## config.mk

```make
export PLATFORM = sky130hd
export DESIGN_NAME = charge_supervisor
export DESIGN_NICKNAME = d
export VERILOG_FILES = /design/src/hw/rtl/cs_pkg.sv /design/src/hw/rtl/charge_supervisor.sv /design/src/hw/rtl/cs_step.sv
export VERILOG_INCLUDE_DIRS = /design/src /design/src/hw/rtl
export SDC_FILE = /design/constraint.sdc
export NUM_CORES = 1
export LEC_CHECK = 0
export BUFFER_PORTS_ARGS = -buffer_cell sky130_fd_sc_hd__buf_2
export CORE_MARGIN = 8
export CORE_UTILIZATION = 34
export CTS_CLUSTER_DIAMETER = 60
export DETAILED_ROUTE_END_ITERATION = 7
export GPL_TIMING_DRIVEN = 0
export HOLD_SLACK_MARGIN = 0.15
export PLACE_DENSITY_LB_ADDON = 0.08
export SETUP_SLACK_MARGIN = 0.15
export SYNTH_ARGS = -nofsm -noshare
export SYNTH_HDL_FRONTEND = slang
export SYNTH_HIERARCHICAL = 1
export SYNTH_SLANG_ARGS = --single-unit
```

## constraint.sdc

```tcl
create_clock -name clk -period 5.44 [get_ports clk]
set_input_delay 1.088 -clock clk [delete_from_list [all_inputs] [get_ports clk]]
set_output_delay 1.088 -clock clk [all_outputs]
set_load 0.02 [all_outputs]
```

## src/hw/rtl/charge_supervisor_macros.svh

```systemverilog
// Assertion helpers for the charge supervisor.
// Each expects clk and arst_n in scope.
`ifndef CHARGE_SUPERVISOR_MACROS_SVH
`define CHARGE_SUPERVISOR_MACROS_SVH

// Consequent must hold in the same cycle.
`define CS_ASSERT_SAME(lbl, ante, cons, msg) \
	lbl: assert property (@(posedge clk) disable iff (!arst_n) (ante) |-> (cons)) \
		else $error(msg);

// Consequent must hold in the next cycle.
`define CS_ASSERT_NEXT(lbl, ante, cons, msg) \
	lbl: assert property (@(posedge clk) disable iff (!arst_n) (ante) |=> (cons)) \
		else $error(msg);

`endif

```

## src/hw/rtl/cs_pkg.sv

```systemverilog
`timescale 1ns / 1ps

package cs_pkg;

	localparam int unsigned HoldW   = 16;
	localparam int unsigned SilW    = 16;
	localparam int unsigned ManW    = 24;
	localparam int unsigned SeqW    = 8;
	localparam int unsigned InDataW  = 16;
	localparam int unsigned OutDataW = 24;
	localparam int unsigned ApbAddrW = 4;
	localparam int unsigned ApbDataW = 32;

	// reset values of the timing registers
	localparam logic [HoldW-1:0] PressTimeRst     = 16'd500;
	localparam logic [HoldW-1:0] LongPressTimeRst = 16'd5000;
	localparam logic [SilW-1:0]  HbLimitRst       = 16'd10000;
	localparam logic [ManW-1:0]  ManualLimitRst   = 24'd7200000;

	typedef enum logic [1:0] {
		REG_PRESS_TIME      = 2'd0,
		REG_LONG_PRESS_TIME = 2'd1,
		REG_HB_LIMIT        = 2'd2,
		REG_MANUAL_LIMIT    = 2'd3
	} cs_reg_t;

	typedef enum logic [1:0] {
		PRESS_RELEASED = 2'd0,
		PRESS_PUSHED   = 2'd1,
		PRESS_LONG     = 2'd2
	} press_mode_t;

	typedef enum logic [1:0] {
		FAULT_NONE           = 2'd0,
		FAULT_MANUAL_TIMEOUT = 2'd1,
		FAULT_HB_TIMEOUT     = 2'd2,
		FAULT_OVERHEAT       = 2'd3
	} fault_t;

	typedef struct packed {
		logic [HoldW-1:0] press_time;
		logic [HoldW-1:0] long_press_time;
		logic [SilW-1:0]  hb_limit;
		logic [ManW-1:0]  manual_limit;
	} cs_cfg_t;

	typedef struct packed {
		logic            switch_level;
		logic            overheat;
		logic            hb_arrived;
		logic            hb_enable;
		logic [SeqW-1:0] hb_seq;
	} cs_item_t;

	typedef struct packed {
		logic             switch_seen;
		logic             switch_last;
		logic [HoldW-1:0] hold_count;
		press_mode_t      press_mode;
		logic             charge_on;
		logic             auto_selected;
		logic [SilW-1:0]  silence_count;
		logic [ManW-1:0]  manual_count;
		fault_t           fault;
	} cs_state_t;

	typedef struct packed {
		logic            ac_relay;
		logic            dc_relay;
		logic            fan_on;
		logic            manual_active;
		logic            auto_active;
		fault_t          fault_code;
		press_mode_t     press_state;
		logic            reply_valid;
		logic [SeqW-1:0] reply_seq;
		logic            reply_auto;
	} cs_result_t;

endpackage

```

## src/hw/rtl/charge_supervisor.sv

```systemverilog
`timescale 1ns / 1ps
// Charging supervisor, one request per 1 ms tick. Each request carries the
// switch level, the overheat flag and an optional heartbeat; each produces
// exactly one result with the relay, fan and status lines, the latched fault
// code, the qualified switch state and the heartbeat reply. Throughput is one
// request per clock unless the result side stalls; each request passes through
// the input register, then the result register. The rate is set by the single
// state-update stage, whose state feeds straight back into the next request's
// logic. The input side keeps accepting while a result waits, as long as the
// result register will free up on the same edge. Timing registers sit on the
// APB port at 0x0 (press time), 0x4 (long press time), 0x8 (heartbeat limit)
// and 0xC (manual limit); write them only while the block is idle.
`include "charge_supervisor_macros.svh"

module charge_supervisor import cs_pkg::*; (
	input  logic                clk,
	input  logic                arst_n,
	// request stream
	input  logic                s_tvalid,
	output logic                s_tready,
	// [0] switch_level, [1] overheat, [2] heartbeat_arrived, [3] heartbeat_enable,
	// [11:4] heartbeat_seq, [15:12] zero
	input  logic [InDataW-1:0]  s_tdata,
	// result stream
	output logic                m_tvalid,
	input  logic                m_tready,
	// [0] ac_relay, [1] dc_relay, [2] fan_on, [3] manual_active, [4] auto_active,
	// [6:5] fault_code, [8:7] press_state, [9] reply_valid, [17:10] reply_seq,
	// [18] reply_auto, [23:19] zero
	output logic [OutDataW-1:0] m_tdata,
	// configuration
	input  logic                psel,
	input  logic                penable,
	input  logic                pwrite,
	input  logic [ApbAddrW-1:0] paddr,
	input  logic [ApbDataW-1:0] pwdata,
	output logic [ApbDataW-1:0] prdata,
	output logic                pready
);

	cs_cfg_t    cfg_q;
	cs_state_t  state_q;
	cs_state_t  state_nx;
	cs_item_t   item_s1;
	logic       valid_s1;
	cs_result_t res_nx;
	cs_result_t res_s2;
	logic       valid_s2;
	logic       out_free;
	logic       adv_s1;
	logic       cfg_wr;
	cs_reg_t    reg_sel;

	// ---------------- configuration ----------------
	assign pready  = 1'b1;
	assign reg_sel = cs_reg_t'(paddr[ApbAddrW-1:2]);
	assign cfg_wr  = psel && penable && pwrite && pready;

	always_ff @(posedge clk or negedge arst_n) begin
		if (!arst_n) begin
			cfg_q.press_time      <= PressTimeRst;
			cfg_q.long_press_time <= LongPressTimeRst;
			cfg_q.hb_limit        <= HbLimitRst;
			cfg_q.manual_limit    <= ManualLimitRst;
		end else if (cfg_wr) begin
			unique case (reg_sel)
				REG_PRESS_TIME:      cfg_q.press_time      <= pwdata[HoldW-1:0];
				REG_LONG_PRESS_TIME: cfg_q.long_press_time <= pwdata[HoldW-1:0];
				REG_HB_LIMIT:        cfg_q.hb_limit        <= pwdata[SilW-1:0];
				REG_MANUAL_LIMIT:    cfg_q.manual_limit    <= pwdata[ManW-1:0];
			endcase
		end
	end

	always_comb begin
		unique case (reg_sel)
			REG_PRESS_TIME:      prdata = ApbDataW'(cfg_q.press_time);
			REG_LONG_PRESS_TIME: prdata = ApbDataW'(cfg_q.long_press_time);
			REG_HB_LIMIT:        prdata = ApbDataW'(cfg_q.hb_limit);
			REG_MANUAL_LIMIT:    prdata = ApbDataW'(cfg_q.manual_limit);
		endcase
	end

	// ---------------- handshake ----------------
	// result register frees when empty or being taken; the input register moves
	// into it on the same edge, so a request can enter every cycle unless stalled
	assign out_free = !valid_s2 || m_tready;
	assign adv_s1   = valid_s1 && out_free;
	assign s_tready = !valid_s1 || adv_s1;

	always_ff @(posedge clk or negedge arst_n) begin
		if (!arst_n) begin
			valid_s1 <= 1'b0;
			valid_s2 <= 1'b0;
		end else begin
			if (s_tready) begin
				valid_s1 <= s_tvalid;
			end
			if (out_free) begin
				valid_s2 <= valid_s1;
			end
		end
	end

	// input register, payload only
	always_ff @(posedge clk) begin
		if (s_tvalid && s_tready) begin
			item_s1.switch_level <= s_tdata[0];
			item_s1.overheat     <= s_tdata[1];
			item_s1.hb_arrived   <= s_tdata[2];
			item_s1.hb_enable    <= s_tdata[3];
			item_s1.hb_seq       <= s_tdata[SeqW+3:4];
		end
	end

	// ---------------- tick logic ----------------
	cs_step u_step (
		.cfg  (cfg_q),
		.st   (state_q),
		.item (item_s1),
		.nx   (state_nx),
		.res  (res_nx)
	);

	// supervisor state advances once per request
	always_ff @(posedge clk or negedge arst_n) begin
		if (!arst_n) begin
			state_q.switch_seen   <= 1'b0;
			state_q.switch_last   <= 1'b1;
			state_q.hold_count    <= '0;
			state_q.press_mode    <= PRESS_RELEASED;
			state_q.charge_on     <= 1'b0;
			state_q.auto_selected <= 1'b0;
			state_q.silence_count <= '0;
			state_q.manual_count  <= '0;
			state_q.fault         <= FAULT_NONE;
		end else if (adv_s1) begin
			state_q <= state_nx;
		end
	end

	always_ff @(posedge clk) begin
		if (adv_s1) begin
			res_s2 <= res_nx;
		end
	end

	assign m_tvalid = valid_s2;
	assign m_tdata  = {5'd0,
		res_s2.reply_auto, res_s2.reply_seq, res_s2.reply_valid,
		res_s2.press_state, res_s2.fault_code, res_s2.auto_active,
		res_s2.manual_active, res_s2.fan_on, res_s2.dc_relay, res_s2.ac_relay};

	// ---------------- checks ----------------
	`CS_ASSERT_SAME(a_auto_needs_charge, state_q.auto_selected, state_q.charge_on, "auto selected while charging is off")
	`CS_ASSERT_SAME(a_push_is_manual, state_q.press_mode == PRESS_PUSHED, state_q.charge_on && !state_q.auto_selected, "pushed switch without manual charging")
	`CS_ASSERT_NEXT(a_result_follows, adv_s1, valid_s2, "request moved on but no result registered")

endmodule

```

## src/hw/rtl/cs_step.sv

```systemverilog
`timescale 1ns / 1ps

// One tick of the supervisor: next state and result from current state and request.
module cs_step import cs_pkg::*; (
	input  cs_cfg_t    cfg,
	input  cs_state_t  st,
	input  cs_item_t   item,
	output cs_state_t  nx,
	output cs_result_t res
);

	logic [HoldW-1:0] hold_inc;
	logic [SilW-1:0]  sil_inc;
	logic             manual_on;

	always_comb begin
		nx = st;
		hold_inc = (st.hold_count == '1) ? st.hold_count : st.hold_count + 1'b1;
		sil_inc  = (st.silence_count == '1) ? st.silence_count : st.silence_count + 1'b1;

		// switch qualification
		if (!st.switch_seen || item.switch_level != st.switch_last) begin
			nx.switch_seen = 1'b1;
			nx.switch_last = item.switch_level;
			nx.hold_count  = '0;
		end else if (!item.switch_level) begin
			nx.hold_count = hold_inc;
			if (hold_inc > cfg.long_press_time) begin
				nx.press_mode = PRESS_LONG;
			end else if (hold_inc > cfg.press_time) begin
				nx.press_mode = PRESS_PUSHED;
			end
		end else begin
			nx.press_mode = PRESS_RELEASED;
		end

		// timers
		nx.silence_count = sil_inc;
		manual_on = st.charge_on && !st.auto_selected;
		if (manual_on && st.manual_count != '1) begin
			nx.manual_count = st.manual_count + 1'b1;
		end

		// supervision: overheat wins over heartbeat silence
		if (st.charge_on && st.auto_selected) begin
			if (item.overheat) begin
				nx.charge_on     = 1'b0;
				nx.auto_selected = 1'b0;
				nx.fault         = FAULT_OVERHEAT;
			end else if (sil_inc > cfg.hb_limit) begin
				nx.charge_on     = 1'b0;
				nx.auto_selected = 1'b0;
				nx.fault         = FAULT_HB_TIMEOUT;
			end
		end
		if (manual_on && nx.manual_count > cfg.manual_limit) begin
			nx.charge_on     = 1'b0;
			nx.auto_selected = 1'b0;
			nx.manual_count  = '0;
			nx.fault         = FAULT_MANUAL_TIMEOUT;
		end

		// switch action
		case (nx.press_mode)
			PRESS_PUSHED: begin
				nx.charge_on     = 1'b1;
				nx.auto_selected = 1'b0;
				nx.manual_count  = '0;
				nx.fault         = FAULT_NONE;
			end
			PRESS_LONG: begin
				nx.charge_on     = 1'b0;
				nx.auto_selected = 1'b0;
				nx.manual_count  = '0;
			end
			default: begin
			end
		endcase

		// heartbeat: clears the silence count; its on/off request is ignored while manual charging is on
		if (item.hb_arrived) begin
			nx.silence_count = '0;
			if (!(nx.charge_on && !nx.auto_selected)) begin
				if (item.hb_enable && !item.overheat) begin
					nx.charge_on     = 1'b1;
					nx.auto_selected = 1'b1;
					nx.fault         = FAULT_NONE;
				end else begin
					nx.charge_on     = 1'b0;
					nx.auto_selected = 1'b0;
				end
			end
		end

		res.ac_relay      = nx.charge_on;
		res.dc_relay      = nx.charge_on && nx.auto_selected;
		res.fan_on        = nx.charge_on;
		res.manual_active = nx.charge_on && !nx.auto_selected;
		res.auto_active   = nx.charge_on && nx.auto_selected;
		res.fault_code    = nx.fault;
		res.press_state   = nx.press_mode;
		res.reply_valid   = item.hb_arrived;
		res.reply_seq     = item.hb_arrived ? item.hb_seq : '0;
		res.reply_auto    = item.hb_arrived && nx.charge_on && nx.auto_selected;
	end

endmodule

```

==> qor.yml <==
status: "completed"
grt-ovfl-total: 0
ir_drop_uv: 232
r2r-start: "state_q[46]$_DFFE_PN0P_"
synth_area_mm2: 0.0106
r2r_end: "m_tdata[0]$_DFFE_PP_"
port_buffers: 87
fin_skew_ns: 0.0178
worst_skew_pair.late_latency_ns: 0.44
hold_viol_final: 0
antenna_found_initial: 0
p_leak_nw: 5.71
syn_to_final_growth_pct: 15.9
wl_per_cell_um: 18.7
whs_path_depth: 1
finalCriticalPeriod_ns: 5.01
use_met2_pct: 26.3
synth_edf_count: 31
cp_max_fo: 10
design.core.area_mm2: 0.0307
critPathKind: "flip-flop to flip-flop"
end_kind: "flip-flop"
clk_pin_slew_ns: 0.07
rr_worst_depth: 21
seq_area_mm2: 0.00442
clk_path_buf_depth: 2
n_antenna_cell: 0
worstSetupStartpointType: "flip-flop"
worstMarginPinSlew_ns: 0.850
setup_viol: 0
final-max-slew-violation-count: 0
layout.nets: 1213
whs_endpoint: "m_tvalid$_DFFE_PN0P_"
p_per_area_mw_per_mm2: 345
syn_area_per_cell_um2: 11.0
dr.pass1.iters: 4
layout_commonest_cell: "mux2_2"
async_flop_share_pct: 81.7
required_ns: 5.75
hold_path.class: "flip-flop to flip-flop"
multiInputGateArea_mm2: 0.00562
met3_usage_pct: 2.67
top_usage_layer: "met2"
io_pins: 118
htreeDepth: 4
fin_tns_setup_ns: 0
final_area_mm2: 0.0123
reg2reg_slack_ns: 0.43
use_met1_pct: 20.6
ys_warn_count: 6
ys_seq_area_share_pct: 41.7
dieArea_mm2: 0.0371
dp.final_hpwl_mm: 21.6
final_cell_mix: "mux2_2 (130), dfrtp_1 (110), buf_2 (96), inv_1 (78), ha_1 (74)"
die_w_um: 193
root_buffer: "clkbuf_16"
vias: 7460
maxCapViolCount: 0
slew_headroom_pct: 43.3
min-delay-start: "valid_s1$_DFFE_PN0P_"
drt_iter0_drc: 300
viasPerCell: 5.01
synth_cells: 960
dpl_cell_area_mm2: 0.0116
worstPathArrival_ns: 5.32
max_freq_mhz: 200
fin_crit_sh_pct: 92.0
dieHeight_um: 193
post_route_cells_drive_above_1_share_pct: 33.9
gp_congestion: 0.864
grt_usage_pct: 15.6
cts_num_sinks: 169
rows: 64
rsz0062_at_grt: "false"
cts_tree: "done"
wl_mm: 27.8
grt_first_pass_wirelength_mm: 44.2
initial_utilization_pct: 34.5
synth_cell_type_count: 75
grt_start_max_net_pins: 74
ys_ff_latch: 169
ctsHoldBuffers: 0
numCtsBuffers: 17
synth_ff_type: "dfrtp_1"
nFillCells: 3058
ant_nets: 0
drc_errors: 0
grt_pass1_vias: 7712
## cell usage after synthesis (all sizes together), types with 6 or more instances
cell | n | area share, %
and2 | 12 | 0.71
xnor2 | 27 | 2.2
inv | 78 | 2.8
mux4 | 16 | 3.4
buf | 41 | 2.8
nor4 | 7 | 0.70
a21oi | 34 | 1.6
nand2 | 42 | 1.5
nand3 | 28 | 1.4
dfstp | 28 | 6.9
nor2b | 29 | 1.8
edfxtp | 31 | 8.8
clkbuf | 15 | 0.53
o21ai | 18 | 0.89
xor2 | 18 | 1.6
and3 | 27 | 1.6
nand2b | 6 | 0.35
nand4 | 34 | 2.1
nor3 | 16 | 0.80
a21o | 6 | 0.44
a22oi | 15 | 1.1
nor2 | 51 | 1.8
dfrtp | 110 | 26
mux2 | 140 | 15
ha | 74 | 8.7
## kinds of logic after synthesis
logic type / count (synthesis) / share of synthesized area (%)
AOI/OAI and AO/OA: 105 / 6.45
xor gates and xnor gates: 45 / 3.79
adders and majority gates: 74 / 8.74
buffers and inverters: 135 / 6.14
DFF: 169 / 41.7
muxes: 156 / 18.6
other: 3 / 0.106
and+or+nand+nor: 273 / 14.4
## registers in the layout (all words and copies together), names as in the netlist
register and count:
valid_s1 1, item_s1 12, m_tvalid 1, cfg_q 72, state_q 64, m_tdata 19
## where the power goes
group          switching, W  leakage [nW]  internal, W
logic              0.000714          3.39     0.000551
clock network      0.000583         0.288     0.000678
registers          0.000173          2.04      0.00154
## repair_timing
item                                    in CTS  in global routing
endpoints found under the setup margin      16                 30
pin swaps                                    0                  1
buffers inserted                             0                  1
resized for setup                            4                  6
## stage by stage
step | total power, W | setup WS [ns] | hold slack, ns | cells | util [%]
2_1_floorplan | 0.00255 | 1.19 | 0.457 | 972 | -
3_3_place_gp | 0.00298 | -0.105 | 0.484 | 1455 | 37.7
3_5_place_dp | 0.00299 | -0.0875 | 0.492 | 1456 | 37.8
4_1_cts | 0.00430 | 0.177 | 0.500 | 1488 | 39.9
5_1_grt | 0.00452 | 0.153 | 0.532 | 1489 | 40.0
6_report | 0.00424 | 0.434 | 0.496 | 1489 | 40.0
## cell type report
type	instances	area share (%)
plain buffers	56	2.89
clock buffers	18	3.67
clock inverters	14	1.28
inverters	79	2.42
multi-input cells	668	45.8
flip-flops and latches	169	36.0
well taps	396	4.04
repair buffers	89	3.88
## critical path, stage by stage (launching register included)
cell	delay, ns
dfrtp_1	0.45
ha_1	0.28
nand4_1	0.17
nor4_4	0.06
buf_4	0.16
nor4b_1	0.34
xor2_1	0.35
ha_1	0.33
a211oi_1	0.24
o21ai_0	0.11
o221ai_1	0.22
o2111a_1	0.29
o21ai_2	0.09
nor2b_4	0.13
o221a_1	0.25
ha_1	0.39
clkbuf_2	0.28
nand2_1	0.08
nor2_1	0.13
nand2_1	0.10
a32oi_2	0.27
buf_4	0.16
## worst max path at each step
stage | from | end | cells after the start
2_1_floorplan | state_q[46]$_DFFE_PN0P_ | m_tdata[0]$_DFFE_PP_ | 19
3_3_place_gp | state_q[46]$_DFFE_PN0P_ | m_tdata[2]$_DFFE_PP_ | 19
3_5_place_dp | state_q[46]$_DFFE_PN0P_ | m_tdata[2]$_DFFE_PP_ | 19
4_1_cts | state_q[46]$_DFFE_PN0P_ | m_tdata[2]$_DFFE_PP_ | 19
5_1_grt | state_q[46]$_DFFE_PN0P_ | m_tdata[0]$_DFFE_PP_ | 21
6_report | state_q[46]$_DFFE_PN0P_ | m_tdata[0]$_DFFE_PP_ | 21
## layer usage
metal,wire length [um],share of wire [%]
met3,749,2.7
met4,301,1.1
met5,0,0
met1,13000,47
met2,13800,49
Power figures use the tool's default switching activity.
